==> src/rtl/nmea_sentence_framer_top_defines.svh <==
// ----------------------------------------------------------------------------
// nmea sentence framer assertion macros
// shared property templates for the framer checks
// ----------------------------------------------------------------------------
`ifndef NMEA_SENTENCE_FRAMER_TOP_DEFINES_SVH
`define NMEA_SENTENCE_FRAMER_TOP_DEFINES_SVH

// same-cycle implication, disabled in reset
`define NSF_ASSERT_NOW(label, clk, rst, ante, cons) \
   label: assert property (@(posedge clk) disable iff (rst) (ante) |-> (cons)) \
      else $error("nsf check failed");

// next-cycle implication, disabled in reset
`define NSF_ASSERT_NEXT(label, clk, rst, ante, cons) \
   label: assert property (@(posedge clk) disable iff (rst) (ante) |=> (cons)) \
      else $error("nsf check failed");

`endif

==> src/rtl/nsf_pkg.sv <==
`timescale 1ns / 1ps
// ----------------------------------------------------------------------------
// nsf_pkg
// shared types and constants of the nmea sentence framer
// ----------------------------------------------------------------------------
package nsf_pkg;

   localparam int NUM_TYPES = 6;

   // byte classes handed from front to back
   localparam logic [2:0] KIND_OTHER  = 3'd0;
   localparam logic [2:0] KIND_DOLLAR = 3'd1;
   localparam logic [2:0] KIND_COMMA  = 3'd2;
   localparam logic [2:0] KIND_STAR   = 3'd3;
   localparam logic [2:0] KIND_CR     = 3'd4;

   localparam logic [7:0] CH_DOLLAR = 8'h24;
   localparam logic [7:0] CH_COMMA  = 8'h2C;
   localparam logic [7:0] CH_STAR   = 8'h2A;
   localparam logic [7:0] CH_CR     = 8'h0D;

   localparam logic [1:0] EV_NONE  = 2'd0;
   localparam logic [1:0] EV_FIELD = 2'd1;
   localparam logic [1:0] EV_GOOD  = 2'd2;
   localparam logic [1:0] EV_BAD   = 2'd3;

   localparam logic [2:0] TYPE_UNKNOWN = 3'd0;
   localparam logic [2:0] TYPE_GSV     = 3'd4;
   localparam logic [2:0] TYPE_VTG     = 3'd6;

   localparam logic [5:0] FIELD_MAX     = 6'd63;
   localparam logic [5:0] REQ_MASK_INIT = 6'h3F;

   // sentence type patterns in precedence order
   localparam logic [23:0] PATTERNS [NUM_TYPES] = '{
      "GGA", "GSA", "RMC", "GSV", "GLL", "VTG"
   };

   // two-entry queues
   localparam logic [1:0] QUEUE_FULL = 2'd2;

   typedef struct packed {
      logic [2:0]           kind;
      logic [7:0]           ch;
      logic                 dec_ok;
      logic [3:0]           dec_digit;
      logic                 hex_ok;
      logic [3:0]           hex_digit;
      logic [NUM_TYPES-1:0] tail_hits;
   } item_type;

   typedef struct packed {
      logic [1:0]  event_res;
      logic [2:0]  sentence_type;
      logic [5:0]  field_index;
      logic [15:0] field_decimal;
      logic [7:0]  body_checksum;
      logic        set_complete;
   } result_type;

endpackage

==> src/rtl/nsf_front.sv <==
`timescale 1ns / 1ps
// ----------------------------------------------------------------------------
// nsf_front
// classifies received bytes and holds them in a two-entry queue
// ----------------------------------------------------------------------------
module nsf_front import nsf_pkg::*; (
   input  logic       clock,
   input  logic       reset,
   input  logic       req_push,
   output logic       req_full,
   input  logic [7:0] req_rx_byte,
   output logic       item_valid,
   output item_type   item,
   input  logic       item_pop
);

   item_type   cls;
   item_type   q_ff [2];
   logic       wr_ff, wr_in;
   logic       rd_ff, rd_in;
   logic [1:0] count_ff, count_in;
   logic       push_ok;

   always_comb begin
      cls.ch = req_rx_byte;
      priority if (req_rx_byte == CH_DOLLAR) begin
         cls.kind = KIND_DOLLAR;
      end else if (req_rx_byte == CH_COMMA) begin
         cls.kind = KIND_COMMA;
      end else if (req_rx_byte == CH_STAR) begin
         cls.kind = KIND_STAR;
      end else if (req_rx_byte == CH_CR) begin
         cls.kind = KIND_CR;
      end else begin
         cls.kind = KIND_OTHER;
      end
      cls.dec_ok    = (req_rx_byte >= "0") && (req_rx_byte <= "9");
      cls.dec_digit = req_rx_byte[3:0];
      cls.hex_ok    = cls.dec_ok
                   || ((req_rx_byte >= "A") && (req_rx_byte <= "F"))
                   || ((req_rx_byte >= "a") && (req_rx_byte <= "f"));
      // letters a-f sit at low nibble 1..6 in both cases
      cls.hex_digit = cls.dec_ok ? req_rx_byte[3:0] : req_rx_byte[3:0] + 4'd9;
      for (int i = 0; i < NUM_TYPES; i++) begin
         cls.tail_hits[i] = (req_rx_byte == PATTERNS[i][7:0]);
      end
   end

   assign req_full   = (count_ff == QUEUE_FULL);
   assign push_ok    = req_push && !req_full;
   assign item_valid = (count_ff != 2'd0);
   assign item       = q_ff[rd_ff];

   always_comb begin
      wr_in    = push_ok ? ~wr_ff : wr_ff;
      rd_in    = item_pop ? ~rd_ff : rd_ff;
      count_in = count_ff + {1'b0, push_ok} - {1'b0, item_pop};
   end

   always_ff @(posedge clock) begin
      if (reset) begin
         wr_ff    <= 1'b0;
         rd_ff    <= 1'b0;
         count_ff <= 2'd0;
      end else begin
         wr_ff    <= wr_in;
         rd_ff    <= rd_in;
         count_ff <= count_in;
      end
   end

   always_ff @(posedge clock) begin
      if (push_ok) begin
         q_ff[wr_ff] <= cls;
      end
   end

endmodule

==> src/rtl/nsf_back.sv <==
`timescale 1ns / 1ps
// ----------------------------------------------------------------------------
// nsf_back
// sentence state update and two-entry result queue
// ----------------------------------------------------------------------------
module nsf_back import nsf_pkg::*; (
   input  logic       clock,
   input  logic       reset,
   input  logic [5:0] required_mask,
   input  logic       item_valid,
   input  item_type   item,
   output logic       item_pop,
   output logic       rsp_empty,
   input  logic       rsp_pop,
   output result_type rsp_head
);

   logic        after_star_ff, after_star_in;
   logic [5:0]  field_count_ff, field_count_in;
   logic [2:0]  current_type_ff, current_type_in;
   logic [7:0]  running_xor_ff, running_xor_in;
   logic [7:0]  hex_acc_ff, hex_acc_in;
   logic        hex_stopped_ff, hex_stopped_in;
   logic [15:0] dec_acc_ff, dec_acc_in;
   logic        dec_stopped_ff, dec_stopped_in;
   logic        dollar_ff, dollar_in;
   logic [15:0] last_two_ff, last_two_in;
   logic [5:0]  type_hits_ff, type_hits_in;
   logic [7:0]  gsv_total_ff, gsv_total_in;
   logic [7:0]  gsv_current_ff, gsv_current_in;
   logic [5:0]  seen_mask_ff, seen_mask_in;

   logic [19:0] dec_wide;
   logic [5:0]  seen_next;
   logic [1:0]  ev;
   logic        done;
   result_type  res;

   result_type  q_ff [2];
   logic        wr_ff, rd_ff;
   logic [1:0]  count_ff;
   logic        step;
   logic        pop_ok;

   assign step     = item_valid && (count_ff != QUEUE_FULL);
   assign item_pop = step;
   assign pop_ok   = rsp_pop && !rsp_empty;
   assign rsp_empty = (count_ff == 2'd0);
   assign rsp_head  = q_ff[rd_ff];

   // acc * 10 + digit, at most 20 bits
   assign dec_wide = ({4'd0, dec_acc_ff} << 3) + ({4'd0, dec_acc_ff} << 1)
                   + {16'd0, item.dec_digit};

   always_comb begin
      after_star_in   = after_star_ff;
      field_count_in  = field_count_ff;
      current_type_in = current_type_ff;
      running_xor_in  = running_xor_ff;
      hex_acc_in      = hex_acc_ff;
      hex_stopped_in  = hex_stopped_ff;
      dec_acc_in      = dec_acc_ff;
      dec_stopped_in  = dec_stopped_ff;
      dollar_in       = dollar_ff;
      last_two_in     = last_two_ff;
      type_hits_in    = type_hits_ff;
      gsv_total_in    = gsv_total_ff;
      gsv_current_in  = gsv_current_ff;
      seen_mask_in    = seen_mask_ff;
      seen_next       = seen_mask_ff;
      ev              = EV_NONE;
      done            = 1'b0;

      if (step) begin
         unique case (item.kind)
            KIND_DOLLAR: begin
               after_star_in   = 1'b0;
               field_count_in  = 6'd0;
               current_type_in = TYPE_UNKNOWN;
               running_xor_in  = 8'd0;
               hex_acc_in      = 8'd0;
               hex_stopped_in  = 1'b0;
               dec_acc_in      = 16'd0;
               dec_stopped_in  = 1'b0;
               dollar_in       = 1'b1;
               last_two_in     = 16'd0;
               type_hits_in    = 6'd0;
               gsv_total_in    = 8'd0;
               gsv_current_in  = 8'd0;
            end
            KIND_COMMA, KIND_STAR: begin
               if ((field_count_ff == 6'd0) && dollar_ff) begin
                  // first pattern in precedence order wins
                  current_type_in = TYPE_UNKNOWN;
                  for (int i = NUM_TYPES - 1; i >= 0; i--) begin
                     if (type_hits_ff[i]) begin
                        current_type_in = 3'(i + 1);
                     end
                  end
               end else if (current_type_ff == TYPE_GSV) begin
                  if (field_count_ff == 6'd1) begin
                     gsv_total_in = dec_acc_ff[7:0];
                  end else if (field_count_ff == 6'd2) begin
                     gsv_current_in = dec_acc_ff[7:0];
                  end
               end
               if (item.kind == KIND_STAR) begin
                  after_star_in = 1'b1;
               end else if (!after_star_ff) begin
                  running_xor_in = running_xor_ff ^ item.ch;
               end
               ev             = EV_FIELD;
               hex_acc_in     = 8'd0;
               hex_stopped_in = 1'b0;
               dec_acc_in     = 16'd0;
               dec_stopped_in = 1'b0;
               if (field_count_ff != FIELD_MAX) begin
                  field_count_in = field_count_ff + 6'd1;
               end
            end
            KIND_CR: begin
               if (running_xor_ff == hex_acc_ff) begin
                  ev = EV_GOOD;
                  if ((current_type_ff != TYPE_UNKNOWN) && (current_type_ff <= TYPE_VTG)
                      && ((current_type_ff != TYPE_GSV) || (gsv_current_ff == gsv_total_ff)))
                  begin
                     seen_next = seen_mask_ff | (6'd1 << (current_type_ff - 3'd1));
                  end
                  if ((seen_next & required_mask) == required_mask) begin
                     seen_mask_in = 6'd0;
                     done         = 1'b1;
                  end else begin
                     seen_mask_in = seen_next;
                  end
               end else begin
                  ev = EV_BAD;
               end
            end
            KIND_OTHER: begin
               if (!after_star_ff) begin
                  running_xor_in = running_xor_ff ^ item.ch;
               end
               if (field_count_ff == 6'd0) begin
                  for (int i = 0; i < NUM_TYPES; i++) begin
                     if ((last_two_ff[15:8] == PATTERNS[i][23:16])
                         && (last_two_ff[7:0] == PATTERNS[i][15:8])
                         && item.tail_hits[i]) begin
                        type_hits_in[i] = 1'b1;
                     end
                  end
                  last_two_in = {last_two_ff[7:0], item.ch};
               end
               if (!dec_stopped_ff) begin
                  if (item.dec_ok) begin
                     dec_acc_in = (dec_wide[19:16] != 4'd0) ? 16'hFFFF : dec_wide[15:0];
                  end else begin
                     dec_stopped_in = 1'b1;
                  end
               end
               if (!hex_stopped_ff) begin
                  if (item.hex_ok) begin
                     hex_acc_in = {hex_acc_ff[3:0], item.hex_digit};
                  end else begin
                     hex_stopped_in = 1'b1;
                  end
               end
            end
            default: begin
            end
         endcase
      end

      res.event_res     = ev;
      res.sentence_type = current_type_in;
      res.field_index   = (ev == EV_FIELD) ? field_count_ff : field_count_in;
      res.field_decimal = (ev == EV_FIELD) ? dec_acc_ff : dec_acc_in;
      res.body_checksum = running_xor_in;
      res.set_complete  = done;
   end

   always_ff @(posedge clock) begin
      if (reset) begin
         after_star_ff   <= 1'b0;
         field_count_ff  <= 6'd0;
         current_type_ff <= TYPE_UNKNOWN;
         running_xor_ff  <= 8'd0;
         hex_acc_ff      <= 8'd0;
         hex_stopped_ff  <= 1'b0;
         dec_acc_ff      <= 16'd0;
         dec_stopped_ff  <= 1'b0;
         dollar_ff       <= 1'b0;
         last_two_ff     <= 16'd0;
         type_hits_ff    <= 6'd0;
         gsv_total_ff    <= 8'd0;
         gsv_current_ff  <= 8'd0;
         seen_mask_ff    <= 6'd0;
         wr_ff           <= 1'b0;
         rd_ff           <= 1'b0;
         count_ff        <= 2'd0;
      end else begin
         after_star_ff   <= after_star_in;
         field_count_ff  <= field_count_in;
         current_type_ff <= current_type_in;
         running_xor_ff  <= running_xor_in;
         hex_acc_ff      <= hex_acc_in;
         hex_stopped_ff  <= hex_stopped_in;
         dec_acc_ff      <= dec_acc_in;
         dec_stopped_ff  <= dec_stopped_in;
         dollar_ff       <= dollar_in;
         last_two_ff     <= last_two_in;
         type_hits_ff    <= type_hits_in;
         gsv_total_ff    <= gsv_total_in;
         gsv_current_ff  <= gsv_current_in;
         seen_mask_ff    <= seen_mask_in;
         wr_ff           <= step ? ~wr_ff : wr_ff;
         rd_ff           <= pop_ok ? ~rd_ff : rd_ff;
         count_ff        <= count_ff + {1'b0, step} - {1'b0, pop_ok};
      end
   end

   always_ff @(posedge clock) begin
      if (step) begin
         q_ff[wr_ff] <= res;
      end
   end

endmodule

==> src/rtl/nmea_sentence_framer_top.sv <==
`timescale 1ns / 1ps
// A received NMEA byte is taken every clock while req_full is low; it is
// registered in the front queue, processed by the combinational sentence
// update in the back part, and its result is written into the result queue
// when the back part steps. Sustained rate is one byte per clock while
// results are popped; every byte gives exactly one result.
// When results are not popped the back part stops once its two-entry queue is
// full, and req_full rises once the two-entry front queue is full as well.
// csr_ready is always high and the mask should be written only while idle.
// ----------------------------------------------------------------------------
// nmea_sentence_framer_top
// nmea 0183 sentence framer: field split, checksum and type set tracking
// ----------------------------------------------------------------------------
`include "nmea_sentence_framer_top_defines.svh"

module nmea_sentence_framer_top import nsf_pkg::*; (
   input  logic        clock,
   input  logic        reset,
   input  logic        req_push,
   output logic        req_full,
   input  logic [7:0]  req_rx_byte,
   output logic        rsp_empty,
   input  logic        rsp_pop,
   output logic [1:0]  rsp_event_res,
   output logic [2:0]  rsp_sentence_type,
   output logic [5:0]  rsp_field_index,
   output logic [15:0] rsp_field_decimal,
   output logic [7:0]  rsp_body_checksum,
   output logic        rsp_set_complete,
   input  logic        csr_valid,
   output logic        csr_ready,
   input  logic [5:0]  csr_required_mask
);

   logic       [5:0] required_mask_ff;
   logic       item_valid;
   item_type   item;
   logic       item_pop;
   result_type head;

   assign csr_ready = 1'b1;

   always_ff @(posedge clock) begin
      if (reset) begin
         required_mask_ff <= REQ_MASK_INIT;
      end else if (csr_valid && csr_ready) begin
         required_mask_ff <= csr_required_mask;
      end
   end

   nsf_front u_front (
      .clock       (clock),
      .reset       (reset),
      .req_push    (req_push),
      .req_full    (req_full),
      .req_rx_byte (req_rx_byte),
      .item_valid  (item_valid),
      .item        (item),
      .item_pop    (item_pop)
   );

   nsf_back u_back (
      .clock         (clock),
      .reset         (reset),
      .required_mask (required_mask_ff),
      .item_valid    (item_valid),
      .item          (item),
      .item_pop      (item_pop),
      .rsp_empty     (rsp_empty),
      .rsp_pop       (rsp_pop),
      .rsp_head      (head)
   );

   assign rsp_event_res     = head.event_res;
   assign rsp_sentence_type = head.sentence_type;
   assign rsp_field_index   = head.field_index;
   assign rsp_field_decimal = head.field_decimal;
   assign rsp_body_checksum = head.body_checksum;
   assign rsp_set_complete  = head.set_complete;

   // an accepted request is visible to the back part in the next cycle
   `NSF_ASSERT_NEXT(a_front_fill, clock, reset, req_push && !req_full, item_valid)
   // a back step always leaves a result waiting
   `NSF_ASSERT_NEXT(a_back_fill, clock, reset, item_pop, !rsp_empty)
   // completion only comes with a good checksum
   `NSF_ASSERT_NOW(a_done_good, clock, reset, !rsp_empty && rsp_set_complete, rsp_event_res == EV_GOOD)

endmodule

==> config.mk <==
export PLATFORM = sky130hd
export DESIGN_NAME = nmea_sentence_framer_top
export DESIGN_NICKNAME = d
export VERILOG_FILES = /design/src/rtl/nsf_pkg.sv /design/src/rtl/nsf_front.sv /design/src/rtl/nsf_back.sv /design/src/rtl/nmea_sentence_framer_top.sv
export VERILOG_INCLUDE_DIRS = /design/src /design/src/rtl
export SDC_FILE = /design/constraint.sdc
export NUM_CORES = 1
export LEC_CHECK = 0
export CAP_MARGIN = 20
export CORE_MARGIN = 5
export CORE_UTILIZATION = 43
export DETAILED_ROUTE_END_ITERATION = 7
export DONT_BUFFER_PORTS = 1
export PLACE_DENSITY = 0.66
export SLEW_MARGIN = 20
export SYNTH_ARGS = -nofsm -noshare
export SYNTH_HDL_FRONTEND = slang
export SYNTH_SLANG_ARGS = --single-unit
export TNS_END_PERCENT = 10
==> constraint.sdc <==
create_clock -name clock -period 3.51 [get_ports clock]
set_input_delay 0.1755 -clock clock [delete_from_list [all_inputs] [get_ports clock]]
set_output_delay 0.1755 -clock clock [all_outputs]
set_load 0.1 [all_outputs]
==> results of run 1 <==
## power by group through the flow
stage	sequential (W)	combinational, W	clock, W
floorplan	0.00359	0.00402	0
global placement	0.00370	0.00468	0
detailed placement	0.00372	0.00470	0
CTS	0.00367	0.00477	0.00256
global route	0.00374	0.00510	0.00267
finish	0.00367	0.00485	0.00251
## through the flow
stage / worst slack [ns] / instance area (um^2) / hold slack (ns) / TNS [ns] / power, W
2_1_floorplan: 0.02069 / 10710 / 0.2744 / 0 / 0.007607
3_3_place_gp: 0.03024 / 11160 / 0.2694 / 0 / 0.008385
3_5_place_dp: -0.1102 / 11160 / 0.2693 / -1.384 / 0.008426
4_1_cts: 0.06308 / 12160 / 0.0007371 / 0 / 0.01100
5_1_grt: -0.02326 / 12270 / 0.02183 / -0.07045 / 0.01151
6_report: 0.1368 / 12270 / 0.02251 / 0 / 0.01104
## how the worst max path moves through the flow
stage / from / endpoint / slack [ns] / cells past startpoint
floorplan: flip-flop / u_back.q_ff[0][12]$_DFFE_PP_ / 0.02 / 16
detailed placement: flip-flop / u_back.q_ff[1][13]$_DFFE_PP_ / -0.11 / 16
global route: flip-flop / u_back.q_ff[1][13]$_DFFE_PP_ / -0.02 / 16
CTS: flip-flop / u_back.q_ff[0][13]$_DFFE_PP_ / 0.06 / 16
global placement: flip-flop / u_back.q_ff[0][13]$_DFFE_PP_ / 0.03 / 16
finish: flip-flop / u_back.q_ff[0][13]$_DFFE_PP_ / 0.14 / 15
## what timing repair did
| item | in CTS | in global routing |
|---|---|---|
| gates cloned | 0 | 2 |
| endpoints found under the setup margin | 35 | 38 |
| hold buffers | 18 | 0 |
| resized for setup | 2 | 19 |
| setup buffers | 0 | 3 |
| hold endpoints to repair | 119 | 0 |
| pin swaps | 0 | 5 |
## flip-flops by register name, indices dropped and copies added (netlist names), named ones only
name,cells
u_back.q_ff,72
u_front.q_ff,44
u_back.dec_acc_ff,16
u_back.last_two_ff,16
u_back.gsv_current_ff,8
u_back.gsv_total_ff,8
u_back.hex_acc_ff,8
u_back.running_xor_ff,8
required_mask_ff,6
u_back.field_count_ff,6
u_back.seen_mask_ff,6
u_back.type_hits_ff,6
u_back.current_type_ff,3
u_back.count_ff,2
u_front.count_ff,2
u_back.after_star_ff,1
u_back.dec_stopped_ff,1
u_back.dollar_ff,1
u_back.hex_stopped_ff,1
u_back.rd_ff,1
u_back.wr_ff,1
u_front.rd_ff,1
u_front.wr_ff,1
## final cells by class
cell class              instances  area share (%)
repair buffers                 55           4.069
multi-input cells             698           39.76
clock buffers                  26           4.864
inverters                      28          0.8566
diodes                          1         0.02040
well taps                     324           3.304
clock inverters                16           1.560
flip-flops and latches        221           45.56
## cells by family after synthesis
family / after synthesis
and+or+nand+nor: 335
DFF: 221
AOI/OAI and AO/OA: 216
xor gates and xnor gates: 37
other: 1
muxes: 63
buffers and inverters: 71
adders and majority gates: 46
## per-layer routing
metal	track usage (%)	vias to the layer above
met3	3.607	31
met1	25.51	3610
li1	-	3687
met4	3.952	0
met5	0	-
met2	25.17	207
## critical path: cells and delay by family (launching register included)
family | cells | cell delay (ns)
flip-flops | 1 | 0.39
adder cells (fa/ha/maj) | 2 | 0.85
buffers and inverters | 4 | 0.41
AND/OR/NAND/NOR | 2 | 0.32
multiplexers | 1 | 0.24
AO/OA/AOI/OAI | 6 | 0.91
## cells in the final DEF, fill, tap and decap left out, types with 10 or more instances in the layout
cell / instances
a21oi_1: 70
a21oi_2: 11
and2_1: 13
and3_1: 15
buf_4: 32
clkbuf_16: 23
dfxtp_1: 103
dlygate4sd3_1: 17
edfxtp_1: 116
ha_1: 44
inv_1: 27
mux2_2: 37
mux2i_1: 22
nand2_1: 83
nand2b_1: 14
nand3_1: 42
nor2_1: 75
nor2b_1: 18
nor3_1: 20
o21ai_0: 47
o21ai_1: 10
xor2_1: 28
==> out/qor.yml, run 1 <==
routing:
  post_drt_via_cell_ratio: 5.504
  post-route-drc-count: 0
  average_wire_per_standard_cell_um: 17.93
  drt_pass1_iterations: 5
  routed_wl_um: 24550
  wl_met3_um: 1499
  met2WireLength_um: 10730
  drt-initial-drc-count: 597
  routed.top_layer: "met4"
  routedLengthMet1_um: 11950
  route.antenna.remaining_nets: 0
  dr_total_vias: 7535
pwr:
  sw_frac_of_total_pct: 46.28
  p_per_area_nw_per_um2: 899.4
  p_leak_nw: 4.593
  power.combinational.fraction_pct: 44.0
  pwr-share-clk_pct: 22.7
  seq_power_share_pct: 33.3
  ir_drop_mv: 0.7457
  cell_internal_pwr_w: 0.005929
  switchingPower_w: 0.005107
final_layout:
  multi_input_comb_area_um2: 4878
  area_taken_by_flip_flops_and_latches_um2: 5590
  drive_above_1_share_pct: 16.48
  area_growth_syn_to_layout_pct: 15.09
  n_fill_cell: 2173
  final_core_utilization_pct: 50.30
  nNetsFinal: 1092
  post_layout_nonfiller_instances: 1369
worst_hold_path:
  min_to: "u_front.q_ff[1][3]$_DFFE_PP_"
  instance_count_along_the_most_critical_hold_path: 2
  hold_path_startpoint: "req_rx_byte[7]"
  hold_path.class: "in -> reg"
setup_path:
  critical_path_arrival_ns: 3.64
  critPathLaunchType: "flip-flop"
  critical_path_peak_fanout: 6
  critPathRequiredTime_ns: 3.78
  cp_cell_sequence: "mux2i_4 > inv_1 > fa_1 > inv_1 > fa_2 > nand2b_4 > a21oi_4 > o21ai_1 > a21oi_1 > o31ai_2 > nor3b_2 > buf_4 > buf_6 > a41oi_1 > a32o_2"
  cpMostUsedCell: "inv_1"
  critical-path-max-stage-delay_ns: 0.50
  endpoint_kind: "flip-flop"
  reg2reg_to: "u_back.q_ff[0][13]$_DFFE_PP_"
  critical-path-slowest-cell: "fa_1"
  reg2regPathDepth: 15
  r2r_setup_slack_ns: 0.14
  setup.worst_path.class: "reg -> reg"
timing:
  worst_pin_slew_ns: 1.054
  clock_skew_ns: 0.01914
  fmaxAchievable_mhz: 296.5
  period_needed_ns: 3.373
  max_slew_violation_count: 0
  hold_viol: 0
  slew_headroom_pct: 29.74
  finalCritPeriodShare_pct: 96.10
  setup_viol: 0
synthesis:
  synth_top_area_share_pct: 32.68
  number_of_synthesized_flops_with_an_enable_pin: 116
  synthTopCellsByCount: "edfxtp_1, dfxtp_1, nand2_1"
  mappedNetlistNets: 1055
  yosys_most_used_dff: "edfxtp_1"
  netlist_top_cells_area: "edfxtp_1, dfxtp_1, ha_1"
  ys_seq_elements: 221
  cell_type_with_the_highest_aggregate_area_in_the_netlist: "edfxtp_1"
  synthesis.area_per_instance_um2: 10.77
  dominant_combinational_cell_family_by_area_after_synthesis: "simple AND/OR/NAND/NOR gates"
  yosys.cell_count.top_type: "edfxtp_1"
  yosys.area_share.simple_pct: 16.00
  postSynth.asyncResetShare_pct: 0
  yosysWarnings: 0
  netlist-cell-type-count: 72
  synthXorXnorAreaFrac_pct: 3.040
  synth_fa_ha_area_share_pct: 5.540
  number_of_cells_produced_by_synthesis: 990
  synth.mux.area_fraction_pct: 6.467
  synth-compound-area-share_pct: 13.54
  synth.cell_area_um2: 10660
  yosysSeqAreaShare_pct: 52.39
grt:
  initial_antenna_violation_count: 0
  overall_global_routing_usage_pct: 16.97
  maximum_number_of_pins_on_one_net_before_global_route_repair: 72
  grt_overflow: 0
  grt_pass1_vias: 7064
  grt_pass1_wl_um: 39120
placement:
  place.gp.congestion: 0.8967
  placed_wire_length_estimate_after_detailed_placement_um: 17000
  placement.io_buffers: 0
  dp.cells: 1303
clock_network:
  clock_sink_count: 221
  cts-root-buf: "clkbuf_16"
  tritoncts: "yes"
  cts_buffers: 23
  clockBufferDepth: 3
  insertion_delay_ns: 0.53
  htreeDepth: 1
  cts.clk_slew.worst_paths_ns: 0.06
floorplanning:
  fp.dieW_um: 167.5
  floorplan.die_area_um2: 28040
  num_rows: 57
  die-height_um: 167.5
  core_area_um2: 24390
  floorplan.initialDensity_pct: 43.71
  io_pins: 58
status:
  outcome: "finished clean"
flow_run:
  timing.max_cap.violations: 0
No activity file was read; power rests on OpenSTA's default activity.
==> inputs of run 2 (changes only) <==
- CELL_PAD_IN_SITES_DETAIL_PLACEMENT: unset -> 1
- CELL_PAD_IN_SITES_GLOBAL_PLACEMENT: unset -> 1
- PLACE_DENSITY: 0.66 -> 0.75
- clock period: 3.51 -> 3.5 ns (I/O delays scaled with it)
==> run 2 against run 1 <==
- critical path type unchanged
- via count grew 3.6%
- power up 3.2%
- clock skew up 0.0027 ns
- worst hold slack improved by 0.0041 ns
- register-to-register slack worse by 0.08 ns
==> out/qor.yml, run 2 (synthesis results as in run 1) <==
routing:
  average_wire_per_standard_cell_um: 20.56  # was 17.93 um
  drt-initial-drc-count: 516  # was 597
  drt_pass1_iterations: 7  # was 5
  post-route-drc-count: 0  # unchanged
  route.antenna.remaining_nets: 0  # unchanged
  routed_wl_um: 28270  # was 24550 um
  dr_total_vias: 7804  # was 7535
  post_drt_via_cell_ratio: 5.676  # was 5.504
setup_path:
  crit_path_max_delay_family: "adder cells"  # was compound AO/OA/AOI/OAI gates
  cp_cell_sequence: "buf_6 > mux2i_4 > inv_1 > ha_1 > ha_2 > inv_1 > fa_2 > nand2b_4 > a21oi_4 > o21ai_2 > a21oi_2 > o31ai_2 > nor3b_2 > buf_4 > buf_2 > nand3_1 > a32o_1"  # was mux2i_4 > inv_1 > fa_1 > inv_1 > fa_2 > nand2b_4 > a21oi_4 > o21ai_1 > a21oi_1 > o31ai_2 > nor3b_2 > buf_4 > buf_6 > a41oi_1 > a32o_2
  cp_num_buf_inv: 5  # was 4
  reg2regPathDepth: 17  # was 15
  reg2reg_to: "u_back.q_ff[1][12]$_DFFE_PP_"  # was u_back.q_ff[0][13]$_DFFE_PP_
  r2r_setup_slack_ns: 0.06  # was 0.14 ns
  critical_path_peak_fanout: 5  # was 6
  endpoint_kind: "flip-flop"  # unchanged
  critical_path_arrival_ns: 3.71  # was 3.64 ns
  critPathLaunchType: "flip-flop"  # unchanged
  critical-path-slowest-cell: "fa_2"  # was fa_1
  setup.worst_path.class: "reg -> reg"  # unchanged
  cpMostUsedCell: "inv_1"  # unchanged
  critical-path-max-stage-delay_ns: 0.39  # was 0.50 ns
  critPathRequiredTime_ns: 3.77  # was 3.78 ns
final_layout:
  area_growth_syn_to_layout_pct: 15.90  # was 15.09%
  commonest_non_fill_non_tap_cells_in_the_layout: "edfxtp_1, dfxtp_1, nand2_1, nor2_1, a21oi_1"  # unchanged
  largest_register_by_flop_count: "u_back.q_ff"  # unchanged
  final_area_um2: 12360  # was 12270 um^2
  post_layout_nonfiller_instances: 1375  # was 1369
  nNetsFinal: 1097  # was 1092
  final_common_cell: "edfxtp_1"  # unchanged
  largest_registers: "u_back.q_ff: 72 flops, u_front.q_ff: 44 flops"  # unchanged
  n_antenna_cell: 0  # was 1
  largest_register_ff_count: 72  # unchanged
  drive_above_1_share_pct: 16.27  # was 16.48%
grt:
  grt_overflow: 0  # unchanged
  initial_antenna_violation_count: 0  # unchanged
  grt_pass1_vias: 8187  # was 7064
  grt_pass1_wl_um: 45090  # was 39120 um
  maximum_number_of_pins_on_one_net_before_global_route_repair: 72  # unchanged
  overall_global_routing_usage_pct: 19.59  # was 16.97%
timing:
  post-route-worst-setup-slack_ns: 0.06022  # was 0.1368 ns
  fmaxAchievable_mhz: 290.7  # was 296.5 MHz
  setup_viol: 0  # unchanged
  finalCritPeriodShare_pct: 98.28  # was 96.10%
  period_needed_ns: 3.440  # was 3.373 ns
  slew_headroom_pct: 27.71  # was 29.74%
  hold_viol: 0  # unchanged
  clock_skew_ns: 0.02179  # was 0.01914 ns
  worst_hold_slack_ns: 0.02666  # was 0.02251 ns
  max_slew_violation_count: 0  # unchanged
  worst_pin_slew_ns: 1.084  # was 1.054 ns
placement:
  placement.io_buffers: 0  # unchanged
  place.gp.congestion: 0.8222  # was 0.8967
  placed_wire_length_estimate_after_detailed_placement_um: 19350  # was 17000 um
  pre_cts_slack_ns: -0.05187  # was -0.1102 ns
  placement.cell_area_um2: 11130  # was 11160 um^2
  dp.cells: 1300  # was 1303
worst_hold_path:
  hold_path_startpoint: "req_rx_byte[7]"  # unchanged
  instance_count_along_the_most_critical_hold_path: 2  # unchanged
  hold_path.class: "in -> reg"  # unchanged
  min_to: "u_front.q_ff[1][3]$_DFFE_PP_"  # unchanged
clock_network:
  cts_buffers: 25  # was 23
  cts-root-buf: "clkbuf_16"  # unchanged
  htreeDepth: 1  # unchanged
  cts.clk_slew.worst_paths_ns: 0.06  # about the same
  clock_sink_count: 221  # unchanged
  insertion_delay_ns: 0.54  # was 0.53 ns
  tritoncts: "yes"  # unchanged
  clockBufferDepth: 3  # unchanged
floorplanning:
  fp.dieW_um: 167.5  # unchanged
  num_rows: 57  # unchanged
  die-height_um: 167.5  # unchanged
  floorplan.die_area_um2: 28040  # unchanged
  floorplan.initialDensity_pct: 43.71  # unchanged
  io_pins: 58  # unchanged
  core_area_um2: 24390  # unchanged
flow_run:
  timing.max_cap.violations: 0  # unchanged
pwr:
  ir_drop_mv: 0.5529  # was 0.7457 mV
  post-layout-total-power_w: 0.01139  # was 0.01104 W
  p_leak_nw: 4.639  # was 4.593 nW
  p_per_area_nw_per_um2: 922.2  # was 899.4 nW/um^2
status:
  outcome: "finished clean"  # unchanged
-- run 2: report_power, final --
group          internal, W  switching [W]  total (W)
clock              0.00172        0.00108    0.00279
combinational      0.00106        0.00383    0.00489
sequential         0.00339       0.000319    0.00371
total              0.00617        0.00523     0.0114
-- run 2: how the worst max path moves through the flow --
stage | startpoint | slack, ns | endpoint | cells past startpoint
2_1_floorplan | flip-flop | 0.01 | u_back.q_ff[0][12]$_DFFE_PP_ | 16
3_3_place_gp | flip-flop | 0.07 | u_back.q_ff[0][20]$_DFFE_PP_ | 13
3_5_place_dp | flip-flop | -0.05 | u_back.q_ff[0][20]$_DFFE_PP_ | 15
4_1_cts | flip-flop | 0.05 | u_back.q_ff[1][21]$_DFFE_PP_ | 14
5_1_grt | flip-flop | -0.08 | u_back.q_ff[1][21]$_DFFE_PP_ | 17
6_report | flip-flop | 0.06 | u_back.q_ff[1][12]$_DFFE_PP_ | 17
-- run 2: final cells by class --
class / instances / area [um^2]
repair buffers: 58 / 503.0
well taps: 324 / 405.4
multi-input cells: 698 / 4876
clock buffers: 32 / 661.9
fillers: 2611 / 12040
inverters: 28 / 105.1
flip-flops and latches: 221 / 5590
clock inverters: 14 / 214.0
-- run 2: routing by layer --
metal	up-vias	track usage [%]	wire length (um)
met5	-	0	0
met3	27	2.640	1110
li1	3701	-	-
met2	158	33.63	13790
met1	3918	26.92	13070
met4	0	3.529	308
-- run 2: per-stage QoR --
| step | TNS (ns) | util, % |
|---|---|---|
| 2_1_floorplan | 0 | - |
| 3_3_place_gp | 0 | 45.63 |
| 3_5_place_dp | -0.3398 | 45.63 |
| 4_1_cts | 0 | 50.10 |
| 5_1_grt | -0.9465 | 50.66 |
| 6_report | 0 | 50.66 |
-- run 2: what timing repair did --
action / 4_1_cts / 5_1_grt
resized for setup: 3 / 17
cloned: 0 / 2
setup buffers: 0 / 8
pin swaps: 1 / 10
hold buffers: 19 / 0
endpoints found under the hold margin: 119 / 0
endpoints found under the setup margin: 14 / 45
==> inputs of run 3 (changes only) <==
- ABC_AREA: unset -> 1
- PLACE_DENSITY: 0.75 -> 0.8
- clock period: 3.5 -> 2.8 ns (I/O delays scaled with it)
==> run 3 against run 2 <==
- the run now ends with negative setup slack left
- critical path depth rose by 1
- final area grew 8.2%
- first-iteration DRC count decreased by 9.7%
- clock-buffer cell count up 1
- synthesized area up 3.9%
- via count rose by 17%
- clock power rose by 7.9%
- maximum frequency is 13% higher
- largest power group unchanged
- highest routed layer unchanged
==> out/qor.yml, run 3 <==
pwr:
  power.combinational.fraction_pct: 47.5  # was 43.0%
  pwr-share-clk_pct: 20.4  # was 24.5%
  ir_drop_mv: 0.7959  # was 0.5529 mV
  p_per_area_nw_per_um2: 1103  # was 922.2 nW/um^2
  seq_power_share_pct: 32.1  # was 32.5%
  p_leak_nw: 5.618  # was 4.639 nW
  sw_frac_of_total_pct: 47.53  # was 45.87%
  cell_internal_pwr_w: 0.007739  # was 0.006168 W
  switchingPower_w: 0.007011  # was 0.005227 W
floorplanning:
  die-height_um: 170.5  # was 167.5 um
  core_area_um2: 25250  # was 24390 um^2
  io_pins: 58  # unchanged
  floorplan.initialDensity_pct: 43.84  # was 43.71%
  fp.dieW_um: 170.5  # was 167.5 um
  num_rows: 58  # was 57
  floorplan.die_area_um2: 29060  # was 28040 um^2
routing:
  post_drt_via_cell_ratio: 5.410  # was 5.676
  post-route-drc-count: 0  # unchanged
  average_wire_per_standard_cell_um: 19.43  # was 20.56 um
  routed_wl_um: 32920  # was 28270 um
  drt-initial-drc-count: 466  # was 516
  drt_pass1_iterations: 5  # was 7
  dr_total_vias: 9165  # was 7804
  route.antenna.remaining_nets: 0  # unchanged
setup_path:
  setup.worst_path.class: "reg -> reg"  # unchanged
  critPathLaunchType: "flip-flop"  # unchanged
  critical_path_arrival_ns: 3.28  # was 3.71 ns
  critPathRequiredTime_ns: 3.02  # was 3.77 ns
  endpoint_kind: "flip-flop"  # unchanged
  critical_path_peak_fanout: 8  # was 5
timing:
  timing.setup.tns_ns: -7.850  # was 0 ns
  clock_skew_ns: 0.02644  # was 0.02179 ns
  setup_viol: 48  # was 0
  max_slew_violation_count: 0  # unchanged
  finalCritPeriodShare_pct: 109.0  # was 98.28%
  worst_pin_slew_ns: 0.7309  # was 1.084 ns
  hold_viol: 0  # unchanged
  period_needed_ns: 3.053  # was 3.440 ns
  post-route-worst-setup-slack_ns: -0.2529  # was 0.06022 ns
  fmaxAchievable_mhz: 327.6  # was 290.7 MHz
  slew_headroom_pct: 50.65  # was 27.71%
  rsz0062_at_grt: "true"
flow_run:
  timing.max_cap.violations: 0  # unchanged
final_layout:
  final_core_utilization_pct: 52.94  # was 50.66%
  multi_input_comb_area_um2: 5041  # was 4876 um^2
  final_common_cell: "nand2_1"  # was edfxtp_1
  drive_above_1_share_pct: 20.31  # was 16.27%
  largest_registers: "u_back.q_ff: 72 flops, u_front.q_ff: 44 flops"  # unchanged
  n_antenna_cell: 0  # unchanged
  largest_register_by_flop_count: "u_back.q_ff"  # unchanged
  area_growth_syn_to_layout_pct: 20.75  # was 15.90%
  commonest_non_fill_non_tap_cells_in_the_layout: "nand2_1, inv_1, edfxtp_1, a21oi_1, dfxtp_1"  # was edfxtp_1, dfxtp_1, nand2_1, nor2_1, a21oi_1
  area_taken_by_flip_flops_and_latches_um2: 5590  # unchanged
  largest_register_ff_count: 72  # unchanged
  n_fill_cell: 2866  # was 2611
  nNetsFinal: 1411  # was 1097
grt:
  initial_antenna_violation_count: 0  # unchanged
  overall_global_routing_usage_pct: 22.22  # was 19.59%
  met2_usage_pct: 39.48  # was 33.63%
  gr-usage-met3_pct: 3.345  # was 2.640%
  maximum_number_of_pins_on_one_net_before_global_route_repair: 57  # was 72
  globalRouteMet1Util_pct: 27.98  # was 26.92%
  grt_pass1_vias: 9708  # was 8187
  globalRoute.busiestLayer: "met2"  # unchanged
  grt_overflow: 0  # unchanged
  grt_pass1_wl_um: 51830  # was 45090 um
synthesis:
  number_of_cells_produced_by_synthesis: 1254  # was 990
  mappedNetlistNets: 1319  # was 1055
  synthTopCellsByCount: "nand2_1, inv_1, edfxtp_1"  # was edfxtp_1, dfxtp_1, nand2_1
  yosysWarnings: 0  # unchanged
  yosysSeqAreaShare_pct: 50.45  # was 52.39%
  netlist_top_cells_area: "edfxtp_1, dfxtp_1, nand2_1"  # was edfxtp_1, dfxtp_1, ha_1
  synth_top_area_share_pct: 31.46  # was 32.68%
  postSynth.asyncResetShare_pct: 0  # unchanged
  synth.cell_area_um2: 11070  # was 10660 um^2
  ys_seq_elements: 221  # unchanged
  netlist-cell-type-count: 54  # was 72
  yosys_most_used_dff: "edfxtp_1"  # unchanged
  number_of_synthesized_flops_with_an_enable_pin: 116  # unchanged
  cell_type_with_the_highest_aggregate_area_in_the_netlist: "edfxtp_1"  # unchanged
  synthesis.area_per_instance_um2: 8.829  # was 10.77 um^2
  yosys.cell_count.top_type: "nand2_1"  # was edfxtp_1
clock_network:
  insertion_delay_ns: 0.52  # was 0.54 ns
  clockBufferDepth: 3  # unchanged
  tritoncts: "yes"  # unchanged
  htreeDepth: 1  # unchanged
  cts.clk_slew.worst_paths_ns: 0.06  # about the same
  cts-root-buf: "clkbuf_16"  # unchanged
  clock_sink_count: 221  # unchanged
  cts_buffers: 24  # was 25
placement:
  place.gp.congestion: 0.8859  # was 0.8222
  placement.io_buffers: 0  # unchanged
  placed_wire_length_estimate_after_detailed_placement_um: 22400  # was 19350 um
status:
  failed_checks: "negative setup slack"
  outcome: "finished with violations"  # was finished clean
worst_hold_path:
  hold_path.class: "in -> reg"  # unchanged
==> run 3: changes by cell type after synthesis, moves of 9 or more <==
| cell | previous run | this run |
|---|---|---|
| nand3_1 | 42 | 60 |
| a31oi_1 | 14 | 2 |
| a21oi_2 | 11 | 1 |
| a211oi_2 | 0 | 9 |
| nand2b_1 | 15 | 0 |
| a21oi_1 | 71 | 115 |
| nor2b_1 | 18 | 0 |
| mux2i_1 | 25 | 5 |
| and3_1 | 16 | 1 |
| and2_1 | 13 | 1 |
| nand2_1 | 83 | 277 |
| inv_1 | 27 | 172 |
==> run 3: timing repair <==
item | 4_1_cts | 5_1_grt
endpoints found under the hold margin | 95 | 0
pin swaps | 21 | 19
cloned | 2 | 0
setup buffers | 15 | 5
hold buffers | 18 | 0
endpoints found under the setup margin | 47 | 48
gates resized for setup | 58 | 32
==> run 3: power by group through the flow <==
stage	clock network [W]	logic [W]	registers, W
CTS	0.00306	0.00688	0.00472
detailed placement	0	0.00653	0.00478
floorplan	0	0.00513	0.00466
finish	0.00301	0.00701	0.00473
global placement	0	0.00641	0.00470
global route	0.00320	0.00741	0.00480
==> run 3: per-stage QoR <==
step	power [W]	instance area (um^2)	hold slack (ns)	instances	worst slack (ns)
after floorplan	0.009784	11120	0.2389	1254	-0.07472
after global placement	0.01111	11880	0.2238	1610	-0.1236
after detailed placement	0.01131	11880	0.2242	1610	-0.2774
after CTS	0.01467	13190	0.003385	1689	-0.1807
after global routing	0.01541	13370	0.03858	1694	-0.3604
final	0.01475	13370	0.01198	1694	-0.2529
==> run 3: worst max-delay path: stages (launching register included) <==
cell and delay (ns):
dfxtp_4 0.37, inv_4 0.04, nand2_2 0.07, nand2_4 0.06, fa_1 0.44, ha_1 0.39, inv_1 0.13, nand2_1 0.11
nand3_2 0.10, nand2_2 0.08, nand2_2 0.08, nand2_1 0.06, nand2_2 0.09, nand2_2 0.07, nor2_4 0.21, buf_12 0.19
nand3_2 0.10, nand2_2 0.09, o21ai_2 0.08
==> run 3: logic make-up (layout without fill, tap and decap cells) <==
family          after synthesis  after routing  synth area share [%]
compound gates              222            222                 11.41
xor+xnor                     27             27                 2.136
fa+ha+maj                    46             46                 5.334
buf+inv                     214            324                 7.560
flops                       221            221                 50.45
mux                          41             41                 4.113
other cells                   1              1               0.03387
simple gates                482            482                 18.96
==> run 3: cell type report <==
class | count | share of cell area (%)
Timing Repair Buffer | 99 | 6.682
Multi-Input combinational cell | 819 | 37.71
Sequential cell | 221 | 41.82
Inverter | 181 | 5.119
Tap cell | 330 | 3.088
Clock buffer | 33 | 4.895
Clock inverter | 11 | 0.6926
==> run 3: worst paths after layout <==
path / startpoint / end / slack (ns) / depth (start not counted)
setup / recovery: flip-flop / u_back.q_ff[0][22]$_DFFE_PP_ / -0.25 / 18
hold / removal: req_rx_byte[3] / u_front.q_ff[0][9]$_DFFE_PP_ / 0.01 / 2
setup reg to reg: flip-flop / u_back.q_ff[0][22]$_DFFE_PP_ / -0.25 / 18
hold reg to reg: u_back.rd_ff$_SDFFE_PP0P_ / flip-flop / 0.47 / 1
==> run 3: metal layers <==
metal,share of wire [%],vias to the layer above
met4,2.6,0
met1,42,4493
met5,0,-
met2,50,231
met3,4.8,63
li1,-,4378
